--- src/hdl/gma_pkg.sv ---
// Shared types and constants for the gated moving average block.
package gma_pkg;

  localparam int SPEED_BITS     = 16;
  localparam int MAX_WINDOW_DEF = 20;
  localparam int WIN_W          = 5;
  localparam int CFG_IDX_W      = 2;
  localparam int CFG_DATA_W     = 16;
  localparam int USED_W         = 5;

  localparam logic [WIN_W-1:0] WINDOW_RESET_5 = WIN_W'(5);
  localparam logic signed [SPEED_BITS-1:0] LOW_RESET  = '0;
  localparam logic signed [SPEED_BITS-1:0] HIGH_RESET = SPEED_BITS'(19200);

  typedef enum logic [CFG_IDX_W-1:0] {
    CFG_WINDOW = 2'd0,
    CFG_LOW    = 2'd1,
    CFG_HIGH   = 2'd2
  } cfg_idx_e;

  typedef enum logic {
    CMD_SAMPLE = 1'b0,
    CMD_CLEAR  = 1'b1
  } cmd_e;

  typedef enum logic [1:0] {
    ST_IDLE,
    ST_SUM,
    ST_DIV,
    ST_EMIT
  } ctl_state_e;

  typedef struct packed {
    logic                         cmd;
    logic signed [SPEED_BITS-1:0] speed_sample;
  } in_word_t;

  typedef struct packed {
    logic                         is_abnormal;
    logic signed [SPEED_BITS-1:0] speed_value;
    logic [USED_W-1:0]            samples_used;
  } out_word_t;

  typedef struct packed {
    logic capture;
    logic clear;
    logic store;
    logic sum_step;
    logic div_start;
    logic div_step;
    logic emit;
  } dp_cmd_t;

  typedef struct packed {
    logic in_clear;
    logic in_abnormal;
    logic sum_done;
    logic div_done;
    logic out_free;
  } dp_stat_t;

endpackage

--- src/hdl/gma_ctrl.sv ---
// Controller state machine sequencing store, sum, divide and emit.
module gma_ctrl
  import gma_pkg::*;
(
  input  logic     clk_i,
  input  logic     rst_ni,
  input  logic     in_valid_i,
  output logic     in_stall_o,
  input  dp_stat_t stat_i,
  output dp_cmd_t  cmd_o
);

  ctl_state_e state_q, state_d;
  logic       accept;

  assign in_stall_o = (state_q != ST_IDLE);
  assign accept     = in_valid_i && !in_stall_o;

  always_ff @(posedge clk_i or negedge rst_ni) begin
    if (!rst_ni) begin
      state_q <= ST_IDLE;
    end else begin
      state_q <= state_d;
    end
  end

  always_comb begin
    state_d = state_q;
    case (state_q)
      ST_IDLE: begin
        if (accept && !stat_i.in_clear) begin
          state_d = stat_i.in_abnormal ? ST_EMIT : ST_SUM;
        end
      end
      ST_SUM: begin
        if (stat_i.sum_done) begin
          state_d = ST_DIV;
        end
      end
      ST_DIV: begin
        if (stat_i.div_done) begin
          state_d = ST_EMIT;
        end
      end
      ST_EMIT: begin
        if (stat_i.out_free) begin
          state_d = ST_IDLE;
        end
      end
      default: state_d = ST_IDLE;
    endcase
  end

  always_comb begin
    cmd_o = '0;
    case (state_q)
      ST_IDLE: begin
        cmd_o.capture = accept;
        cmd_o.clear   = accept && stat_i.in_clear;
        cmd_o.store   = accept && !stat_i.in_clear && !stat_i.in_abnormal;
      end
      ST_SUM: begin
        cmd_o.sum_step  = 1'b1;
        cmd_o.div_start = stat_i.sum_done;
      end
      ST_DIV: begin
        cmd_o.div_step = 1'b1;
      end
      ST_EMIT: begin
        cmd_o.emit = stat_i.out_free;
      end
      default: cmd_o = '0;
    endcase
  end

endmodule

--- src/hdl/gma_datapath.sv ---
// Datapath: config registers, sample ring, accumulator, divider, result register.
module gma_datapath
  import gma_pkg::*;
#(
  parameter int MAX_WINDOW = MAX_WINDOW_DEF
) (
  input  logic                  clk_i,
  input  logic                  rst_ni,
  input  logic                  cfg_we_i,
  input  logic [CFG_IDX_W-1:0]  cfg_idx_i,
  input  logic [CFG_DATA_W-1:0] cfg_data_i,
  input  in_word_t              in_word_i,
  input  dp_cmd_t               cmd_i,
  output dp_stat_t              stat_o,
  output logic                  out_valid_o,
  input  logic                  out_stall_i,
  output out_word_t             out_word_o
);

  localparam int SB    = SPEED_BITS;
  localparam int CW    = $clog2(MAX_WINDOW + 1);
  localparam int AW    = (MAX_WINDOW > 1) ? $clog2(MAX_WINDOW) : 1;
  localparam int SUMW  = SB + CW;
  localparam int DCW   = $clog2(SUMW + 1);
  localparam logic [AW-1:0] LAST_SLOT = AW'(MAX_WINDOW - 1);
  localparam logic [WIN_W-1:0] WINDOW_RESET =
    (MAX_WINDOW < 5) ? WIN_W'(MAX_WINDOW) : WINDOW_RESET_5;

  logic [WIN_W-1:0]       window_q;
  logic signed [SB-1:0]   low_q, high_q;
  logic [AW-1:0]          slot_q, slot_next;
  logic [CW-1:0]          count_q, count_next;
  logic signed [SB-1:0]   mem [MAX_WINDOW];
  logic [AW-1:0]          rd_ptr_q, rd_prev;
  logic [CW-1:0]          rd_left_q;
  logic                   rd_en;
  logic                   rd_vld_q;
  logic [SB-1:0]          rd_data_q;
  logic [SUMW-1:0]        acc_q;
  logic [SUMW-1:0]        quo_q;
  logic [CW-1:0]          rem_q;
  logic [CW:0]            rem_shift;
  logic                   rem_ge;
  logic [DCW-1:0]         div_cnt_q;
  logic                   neg_q;
  logic signed [SB-1:0]   raw_q;
  logic                   abn_q;
  logic [SUMW-1:0]        quo_signed;
  logic [WIN_W-1:0]       cfg_win;
  logic                   cfg_win_ok;
  logic                   in_abn;
  logic                   out_valid_q;
  out_word_t              out_word_q;

  assign in_abn = (in_word_i.speed_sample < low_q) || (in_word_i.speed_sample > high_q);

  assign stat_o.in_clear    = (in_word_i.cmd == CMD_CLEAR);
  assign stat_o.in_abnormal = in_abn;
  assign stat_o.sum_done    = (rd_left_q == '0) && !rd_vld_q;
  assign stat_o.div_done    = (div_cnt_q == '0);
  assign stat_o.out_free    = !out_valid_q || !out_stall_i;

  assign cfg_win    = cfg_data_i[WIN_W-1:0];
  assign cfg_win_ok = (cfg_win != '0) && (32'(cfg_win) <= MAX_WINDOW);

  assign slot_next  = (slot_q == LAST_SLOT) ? '0 : slot_q + 1'b1;
  assign count_next = (32'(count_q) < 32'(window_q)) ? count_q + 1'b1 : count_q;
  assign rd_prev    = (rd_ptr_q == '0) ? LAST_SLOT : rd_ptr_q - 1'b1;
  assign rd_en      = cmd_i.sum_step && (rd_left_q != '0);

  // Configuration registers
  always_ff @(posedge clk_i or negedge rst_ni) begin
    if (!rst_ni) begin
      window_q <= WINDOW_RESET;
      low_q    <= LOW_RESET;
      high_q   <= HIGH_RESET;
    end else if (cfg_we_i) begin
      case (cfg_idx_i)
        CFG_WINDOW: if (cfg_win_ok) window_q <= cfg_win;
        CFG_LOW:    low_q  <= cfg_data_i[SB-1:0];
        CFG_HIGH:   high_q <= cfg_data_i[SB-1:0];
        default:    ;
      endcase
    end
  end

  // Ring pointer and fill count
  always_ff @(posedge clk_i or negedge rst_ni) begin
    if (!rst_ni) begin
      slot_q  <= '0;
      count_q <= '0;
    end else if (cmd_i.clear) begin
      slot_q  <= '0;
      count_q <= '0;
    end else if (cmd_i.store) begin
      slot_q  <= slot_next;
      count_q <= count_next;
    end else if (cfg_we_i && (cfg_idx_i == CFG_WINDOW) && cfg_win_ok &&
                 (32'(count_q) > 32'(cfg_win))) begin
      count_q <= CW'(cfg_win);
    end
  end

  // Sample ring
  always_ff @(posedge clk_i) begin
    if (cmd_i.store) begin
      mem[slot_q] <= in_word_i.speed_sample;
    end
    if (rd_en) begin
      rd_data_q <= mem[rd_prev];
    end
  end

  // Walk back from the newest entry
  always_ff @(posedge clk_i or negedge rst_ni) begin
    if (!rst_ni) begin
      rd_ptr_q  <= '0;
      rd_left_q <= '0;
      rd_vld_q  <= 1'b0;
    end else if (cmd_i.store) begin
      rd_ptr_q  <= slot_next;
      rd_left_q <= count_next;
      rd_vld_q  <= 1'b0;
    end else begin
      rd_vld_q <= rd_en;
      if (rd_en) begin
        rd_ptr_q  <= rd_prev;
        rd_left_q <= rd_left_q - 1'b1;
      end
    end
  end

  always_ff @(posedge clk_i) begin
    if (cmd_i.store) begin
      acc_q <= '0;
    end else if (rd_vld_q) begin
      acc_q <= acc_q + {{CW{rd_data_q[SB-1]}}, rd_data_q};
    end
  end

  // Restoring divide of |sum| by the fill count
  assign rem_shift = {rem_q, quo_q[SUMW-1]};
  assign rem_ge    = (rem_shift >= {1'b0, count_q});

  always_ff @(posedge clk_i or negedge rst_ni) begin
    if (!rst_ni) begin
      div_cnt_q <= '0;
    end else if (cmd_i.div_start) begin
      div_cnt_q <= DCW'(SUMW);
    end else if (cmd_i.div_step && (div_cnt_q != '0)) begin
      div_cnt_q <= div_cnt_q - 1'b1;
    end
  end

  always_ff @(posedge clk_i) begin
    if (cmd_i.div_start) begin
      neg_q <= acc_q[SUMW-1];
      quo_q <= acc_q[SUMW-1] ? (~acc_q + 1'b1) : acc_q;
      rem_q <= '0;
    end else if (cmd_i.div_step && (div_cnt_q != '0)) begin
      rem_q <= rem_ge ? CW'(rem_shift - {1'b0, count_q}) : rem_shift[CW-1:0];
      quo_q <= {quo_q[SUMW-2:0], rem_ge};
    end
  end

  assign quo_signed = neg_q ? (~quo_q + 1'b1) : quo_q;

  always_ff @(posedge clk_i) begin
    if (cmd_i.capture) begin
      raw_q <= in_word_i.speed_sample;
      abn_q <= in_abn;
    end
  end

  // Result register
  always_ff @(posedge clk_i or negedge rst_ni) begin
    if (!rst_ni) begin
      out_valid_q <= 1'b0;
    end else if (cmd_i.emit) begin
      out_valid_q <= 1'b1;
    end else if (!out_stall_i) begin
      out_valid_q <= 1'b0;
    end
  end

  always_ff @(posedge clk_i) begin
    if (cmd_i.emit) begin
      out_word_q.is_abnormal  <= abn_q;
      out_word_q.speed_value  <= abn_q ? raw_q : quo_signed[SB-1:0];
      out_word_q.samples_used <= abn_q ? '0 : USED_W'(count_q);
    end
  end

  assign out_valid_o = out_valid_q;
  assign out_word_o  = out_word_q;

endmodule

--- src/hdl/gated_moving_average.sv ---
// Top level of the range-gated moving average of speed samples.
//
//  channel | direction | handshake               | word
//  --------+-----------+-------------------------+-------------------------------
//  in      | input     | in_valid_i / in_stall_o | cmd, speed_sample
//  out     | output    | out_valid_o/out_stall_i | is_abnormal, speed_value, samples_used
//  cfg     | input     | cfg_we_i                | cfg_idx_i, cfg_data_i
//
// A sample word is summed, then divided by the fill count:
// one ring read per sample in the window, then one quotient bit per cycle in the divider.
// An out-of-range sample goes straight to emit, and a clear leaves the block idle.
// Reset empties the ring pointer and count and loads the register reset values.
// The next word is taken while a finished result waits on out_stall_i.
module gated_moving_average
  import gma_pkg::*;
#(
  parameter int MAX_WINDOW = MAX_WINDOW_DEF
) (
  input  logic                  clk_i,
  input  logic                  rst_ni,
  input  logic                  cfg_we_i,
  input  logic [CFG_IDX_W-1:0]  cfg_idx_i,
  input  logic [CFG_DATA_W-1:0] cfg_data_i,
  input  logic                  in_valid_i,
  output logic                  in_stall_o,
  input  in_word_t              in_word_i,
  output logic                  out_valid_o,
  input  logic                  out_stall_i,
  output out_word_t             out_word_o
);

  dp_cmd_t  cmd;
  dp_stat_t stat;

  gma_ctrl u_ctrl (
    .clk_i      (clk_i),
    .rst_ni     (rst_ni),
    .in_valid_i (in_valid_i),
    .in_stall_o (in_stall_o),
    .stat_i     (stat),
    .cmd_o      (cmd)
  );

  gma_datapath #(
    .MAX_WINDOW (MAX_WINDOW)
  ) u_dp (
    .clk_i       (clk_i),
    .rst_ni      (rst_ni),
    .cfg_we_i    (cfg_we_i),
    .cfg_idx_i   (cfg_idx_i),
    .cfg_data_i  (cfg_data_i),
    .in_word_i   (in_word_i),
    .cmd_i       (cmd),
    .stat_o      (stat),
    .out_valid_o (out_valid_o),
    .out_stall_i (out_stall_i),
    .out_word_o  (out_word_o)
  );

`ifndef SYNTHESIS
  a_clear_no_busy: assert property (@(posedge clk_i) disable iff (!rst_ni)
    (in_valid_i && !in_stall_o && stat.in_clear) |=> !in_stall_o)
    else $error("clear word left the block busy");

  a_sample_busy: assert property (@(posedge clk_i) disable iff (!rst_ni)
    (in_valid_i && !in_stall_o && !stat.in_clear) |=> in_stall_o)
    else $error("sample word did not start work");

  a_emit_only_free: assert property (@(posedge clk_i) disable iff (!rst_ni)
    cmd.emit |-> (!out_valid_o || !out_stall_i))
    else $error("result emitted over a held word");

  a_start_after_sum: assert property (@(posedge clk_i) disable iff (!rst_ni)
    cmd.div_start |-> (stat.sum_done && !cmd.store))
    else $error("divide started before the sum finished");
`endif

endmodule
--- config.mk ---
export PLATFORM = sky130hd
export DESIGN_NAME = gated_moving_average
export DESIGN_NICKNAME = d
export VERILOG_FILES = /design/src/hdl/gma_pkg.sv /design/src/hdl/gma_ctrl.sv /design/src/hdl/gma_datapath.sv /design/src/hdl/gated_moving_average.sv
export SDC_FILE = /design/constraint.sdc
export NUM_CORES = 1
export LEC_CHECK = 0
export ABC_AREA = 0
export BUFFER_PORTS_ARGS = -buffer_cell sky130_fd_sc_hd__buf_2
export CAP_MARGIN = 0
export CORE_ASPECT_RATIO = 0.7
export CORE_MARGIN = 2
export CORE_UTILIZATION = 30
export CTS_CLUSTER_DIAMETER = 60
export CTS_CLUSTER_SIZE = 40
export DETAILED_ROUTE_END_ITERATION = 7
export HOLD_SLACK_MARGIN = 0.1
export PLACE_DENSITY = 0.46
export SLEW_MARGIN = 20
export SYNTH_ARGS = -nofsm -noshare
export SYNTH_HDL_FRONTEND = slang
export SYNTH_SLANG_ARGS = --single-unit
--- constraint.sdc ---
create_clock -name clk_i -period 5.88 [get_ports clk_i]
set_input_delay 0 -clock clk_i [delete_from_list [all_inputs] [get_ports clk_i]]
set_output_delay 0 -clock clk_i [all_outputs]
set_load 0.02 [all_outputs]
Yosys cells after proc, flatten, opt, wreduce, memory -nomap -nowiden
Memories as Yosys holds them, arrays and structs flattened. A register that Yosys moved wholly into a read port is not among the register bits.
Cells that the tools add are included.

operators by class
  add/sub/neg operators = 9
  order comparisons = 6
  eq/ne operators = 11
  mux-type cells = 35
  bitwise operators = 2
  reduce and logical (&&, ||, !) cells = 36

operator list
  operator               number
  $mux 5                 15
  $mux 21                3
  $mux 16                2
  $add 21x1->21 const B  1
  $add 21x21->21         1
  $not 21->21            1
  $add 16x1->16 const B  1
  $gt 16x16->1           1
  $lt 16x16->1           1
  $not 16->16            1
  $logic_not 5->1        3
  $reduce_bool 5->1      3
  $sub 5x1->5 const B    3
  $mux 2                 6
  $logic_and 1x1->1      11
  $add 5x1->5 const B    2
  $ne 2x1->1 const B     4
  $pmux 2 s4             1
  $reduce_bool 2->1      4
  $mux 1                 7
  $eq 2x2->1 const B     3
  $ge 6x5->1             1
  $logic_not 1->1        6
  $eq 5x5->1 const B     1
  other kinds (13)       17

storage, ports and cells
  register bits after elaboration = 153
  memory bits (writable) = 320
  input port bits = 40
  output and inout port bits = 24
  logic and storage cells = 120
  memories kept = 1

memory list
  memory    words  bits a word  read ports  clocked after Yosys merged registers in  write ports  line                source
  u_dp.mem  20     16           1           1                                        1            gma_datapath.sv:33  logic signed [SB-1:0] mem [MAX_WINDOW];

Logic depth before layout (Yosys ltp)
  depth in word-level cells = 8
  depth in mapped cells = 12
  gate-level depth less buffers = 11

Cells and area by module
Synthesis repeated with hierarchy kept, for this count alone.

second synthesis, totals
  cell total of the unflattened synthesis = 1490
  area, all modules = 22059.9 um^2

by module, submodules not included
  module        times used  cells each  area each (um^2)  sequential area each (um^2)
  gma_datapath  1           1467        21835.9           14051.0
  gma_ctrl      1           23          224.0             50.0

Worst setup path after synthesis
Ideal clock, no wire load.

  path kind = register -> register
  start = reg u_dp.high_q[14]
  end = mem u_dp.mem[10][0] (netlist bit) (enable)
  library setup time = 0.409 ns
  data arrival time = 3.739 ns
  required time = 5.471 ns
  slack = 1.732 ns
  stages on the path, launching flop included = 12
  path buffers = 1
  clock period less this slack = 4.148 ns
  cell sequence = dfstp_2 inv_1 ha_1 nand4_1 nor4_1 a21boi_0 or4b_1 a311oi_2 and3_1 buf_6 nand2_1 nor3_1

on the way
  word-level cells in the longest chain between the ends = 7

RTL lines
  item                          line                 source
  start, declared               gma_datapath.sv:30   logic signed [SB-1:0] low_q, high_q;
  start signal, assigned        gma_datapath.sv:81   CFG_HIGH: high_q <= cfg_data_i[SB-1:0];
  $gt 16x16->1                  gma_datapath.sv:55   assign in_abn = (in_word_i.speed_sample < low_q) || (in_word_i.speed_sample > high_q);
  $logic_or 1x1->1              gma_datapath.sv:55
  $logic_not 1->1               gma_ctrl.sv:60       cmd_o.store = accept && !stat_i.in_clear && !stat_i.in_abnormal;
  $logic_and 1x1->1             gma_ctrl.sv:60
  $mux 3                        gma_ctrl.sv:56       case (state_q)
  $mux 1                        gma_datapath.sv:106  if (cmd_i.store) begin
  $mux 1 (not written as such)  gma_datapath.sv:107  mem[slot_q] <= in_word_i.speed_sample;
  end, declared                 gma_datapath.sv:33

Every way passes these cells.

Worst setup path after layout
  start = reg u_dp.high_q[14]
  end = mem u_dp.mem[19][13] (netlist bit) (enable)

Same word-level chain as after synthesis.

==> metrics.sh <==
USE_MET2=0.215
SYNTH-MAIN-FF-CELL='sky130_fd_sc_hd__edfxtp_1'
CTSLONGESTPATHBUFFERS=3
TIMING.MAX_CAP.VIOLATIONS=0
POSTSYNTH.ASYNCRESETSHARE=0.135
POWER.NET_SWITCHING_mW=4.99
PLACE.DETAILED.HPWL_UM=37000
FINAL_NET_COUNT=1778
TIMING.FINAL.CRIT_SHARE=0.707
POWER.SHARE.SWITCHING=0.384
SETUP.WORST_PATH.CLASS='register to register'
RSZ_0062_RAISED_AFTER_GLOBAL_ROUTING='no'
AVGSYNTHCELLAREA_UM2=14.3
SYNTH_SEQ_AREA_SHARE=0.642
SYNTH_NETS=1655
GRT-OVFL-TOTAL=0
WORSTPATHMAXFANOUT=42
PIN_COUNT=64
LAYOUT.AREA.SEQ_MM2=0.0141
CTS_SINKS=489
SLEW_LIMIT_HEADROOM=0.327
PEAKVDDDROP_mV=0.308
NUMBER_OF_ANTENNA_VIOLATIONS_AT_THE_FIRST_CHECK_IN_GLOBAL_ROUTING=5
TIMING.FMAX_MHz=240
WORSTPATHREQUIRED_NS=6.13
FINALWORSTPATHREQUIREDPERIOD_NS=4.16
INTERNAL-POWER_mW=8.02
DIE-WIDTH_UM=327
OUTCOME='finished clean'
SYN-INSTANCE-COUNT=1533
FINALHOLDVIOLCOUNT=0
SETUP-VIOLATIONS-FINAL=0
AVGROUTEDWIREPERCELL_UM=21.2
AREA_DELTA_SYNTH_FINAL_PCT=15.7
MAPPEDNETLISTAREA_MM2=0.0220
MAX_SLEW.WORST_PIN.SLEW_NS=1.01
CLK_TRANSITION_REPORTED_PATHS_NS=0.08
PLACED_AREA_MM2=0.0236
MET1_USAGE=0.241
ARRIVAL_NS=4.40
SETUP_TOTAL_NEG_SLACK_NS=0
DP.CELLS=2543
POSTROUTEANTENNANETS=0
CTS.ROOT.BUFFER_CELL='sky130_fd_sc_hd__clkbuf_16'
DIEHEIGHT_UM=230
DRT-VIAS-PER-INSTANCE=4.90
YS_FF_LATCH=489
GRT_MAX_DEGREE=67
INSERTEDDIODECOUNT=0
SHARE_COMB_OF_TOTAL_POWER=0.416
STARTING_DENSITY=0.305
YOSYS.CELL_TYPES.COUNT=69
GRT_UTIL_ALL_LAYERS=0.150
CLOCK_INSERTION_DELAY_WORST_SKEW_NS=0.58
FINALWEIGHTEDCONGESTION=0.800
MET3_DEMAND_TO_CAPACITY_SHARE_IN_GLOBAL_ROUTING=0.0198
POWER.CLOCK.FRACTION=0.216
POWER.STATIC_LEAKAGE_nW=9.04
POWER.SHARE.SEQUENTIAL=0.368
POWER_DENSITY_OVER_THE_CELLS_mW_PER_MM2=512
CORE_REGION_AREA_MM2=0.0720
SETUP.WORST_PATH.START_CLASS='register'
NUM_VIAS=13000
POSTCTSRESIZEDCELLS=0
NON_FILLER_INSTANCE_COUNT_AFTER_LAYOUT=2648
DRT_DRC_VIOLATIONS_LEFT=0
SLEW_VIOL_FINAL=0
MULTI_INPUT_COMB_AREA_MM2=0.00741
ROUTED_WIRE_LENGTH_UM=56200
CRIT_PATH_END_KIND='register'
YOSYS_WARNINGS=0
POST_ROUTE_CELLS_DRIVE_ABOVE_1_SHARE=0.187
GRT_PASS1_WL_UM=85100
CLOCK_BUFFER_COUNT_FROM_CTS=35
PORTBUFFERS=63
SYNTH_EDF_COUNT=397
VIA_COUNT_OF_THE_FIRST_GLOBAL_ROUTING_PASS=13200
HTREEDEPTH=2
REG2REG_SETUP_SLACK_NS=1.72
TIMING.HOLD.WORST.CLASS='input port to asynchronous set/reset pin'
DIE_AREA_MM2=0.0754
NUM-FILL-CELLS=6998
SKEW_NS=0.0412
GRT_BUSIEST_LAYER='met1'
TRITONCTS='done'
DRT_FIRST_ITER_VIOLATIONS=971
FINAL_AREA_MM2=0.0254
DETAIL_ROUTE.FIRST_PASS.ITERATIONS=5
ROWS=82
==> cells by family (layout without fill, tap and decap cells) <==
group	Yosys count	in the layout	synth area share
flip-flops	489	489	0.642
AND/OR/NAND/NOR	351	351	0.0724
AO/OA/AOI/OAI	260	260	0.0714
multiplexers	155	155	0.119
buffers and inverters	138	287	0.0251
adder cells (fa/ha/maj)	82	82	0.0474
XOR/XNOR	58	58	0.0231
==> area by class of cell <==
| type | instances | share of cell area |
|---|---|---|
| multi-input cells | 906 | 0.292 |
| clock inverters | 25 | 0.0164 |
| flip-flops and latches | 489 | 0.555 |
| well taps | 966 | 0.0476 |
| clock buffers | 38 | 0.0366 |
| inverters | 80 | 0.0118 |
| repair buffers | 144 | 0.0410 |
==> critical path, stage by stage, from the launching register on <==
cell and delay (ns):
sky130_fd_sc_hd__dfstp_2 0.53, sky130_fd_sc_hd__inv_1 0.04, sky130_fd_sc_hd__ha_1 0.28, sky130_fd_sc_hd__nand4_1 0.14, sky130_fd_sc_hd__nor4_1 0.43, sky130_fd_sc_hd__a21boi_0 0.28
sky130_fd_sc_hd__o41ai_1 0.13, sky130_fd_sc_hd__a311oi_2 0.54, sky130_fd_sc_hd__and3_2 0.36, sky130_fd_sc_hd__buf_4 0.44, sky130_fd_sc_hd__inv_2 0.17, sky130_fd_sc_hd__nor2_1 0.19
sky130_fd_sc_hd__buf_4 0.30
==> layer usage <==
layer  up-vias  wire length (um)
met5         -                 0
li1       6027                 -
met3        54              2560
met2       272             23200
met1      6621             29500
met4         0               890
==> through the flow <==
step | utilization | power [mW] | hold slack [ns] | worst slack [ns]
finish | 0.353 | 13.0 | 0.174 | 1.72
global route | 0.353 | 13.9 | 0.230 | 1.36
global placement | 0.328 | 10.3 | 0.255 | 1.78
CTS | 0.353 | 13.2 | 0.153 | 1.72
detailed placement | 0.328 | 10.3 | 0.265 | 1.71
floorplan | - | 8.60 | -0.296 | 1.73
==> state kept, by name, indices dropped and copies added, names as in the netlist, 16 cells and up <==
register	count
u_dp.mem	320
u_dp.out_word_o	22
u_dp.acc_q	21
u_dp.quo_q	21
u_dp.high_q	16
u_dp.low_q	16
u_dp.raw_q	16
u_dp.rd_data_q	16
==> synth_stat cells, drive strengths merged (34+ instances only) <==
cell / n / area (um^2)
mux2: 41 / 462
edfxtp: 397 / 11900
mux2i: 34 / 340
ha: 80 / 1000
dfrtp: 60 / 1500
clkbuf: 39 / 146
nor2: 103 / 387
inv: 79 / 297
o21ai: 96 / 480
a21oi: 74 / 370
mux4: 80 / 1800
nand2: 140 / 531
==> layout by cell type (no fill, tap or decap), types with 38 or more instances in the layout <==
master                          count
sky130_fd_sc_hd__nand2_1          138
sky130_fd_sc_hd__buf_4             38
sky130_fd_sc_hd__inv_1             78
sky130_fd_sc_hd__edfxtp_1         397
sky130_fd_sc_hd__nor2_1           103
sky130_fd_sc_hd__a21oi_1           74
sky130_fd_sc_hd__dfrtp_1           60
sky130_fd_sc_hd__mux2_2            41
sky130_fd_sc_hd__o21ai_0           95
sky130_fd_sc_hd__dlygate4sd3_1     42
sky130_fd_sc_hd__mux4_2            80
sky130_fd_sc_hd__buf_2             63
sky130_fd_sc_hd__ha_1              79
==> final timing paths <==
kind                            startpoint                 to  cells past startpoint
max in group asynchronous           rst_ni  u_dp.div_cnt_q[1]                      3
min                                 rst_ni   u_dp.window_q[3]                      3
min in group clk_i            cfg_idx_i[1]   u_dp.window_q[1]                      4
max reg2reg                u_dp.high_q[14]   u_dp.mem[19][13]                     12
min reg2reg                  u_dp.rem_q[4]      u_dp.rem_q[4]                      2
max                        u_dp.high_q[14]   u_dp.mem[19][13]                     12
==> power groups by stage <==
| stage | registers [mW] | logic, mW | clock network, mW |
|---|---|---|---|
| floorplan | 4.77 | 3.83 | 0 |
| global placement | 4.86 | 5.40 | 0 |
| detailed placement | 4.87 | 5.44 | 0 |
| CTS | 4.79 | 5.50 | 2.90 |
| global route | 4.87 | 6.02 | 3.02 |
| finish | 4.79 | 5.41 | 2.81 |
==> repair_timing <==
action,in CTS,in global routing
hold buffers,42,0
setup buffers,0,0
hold endpoints to repair,476,0
(Power assumes the default switching activity.)
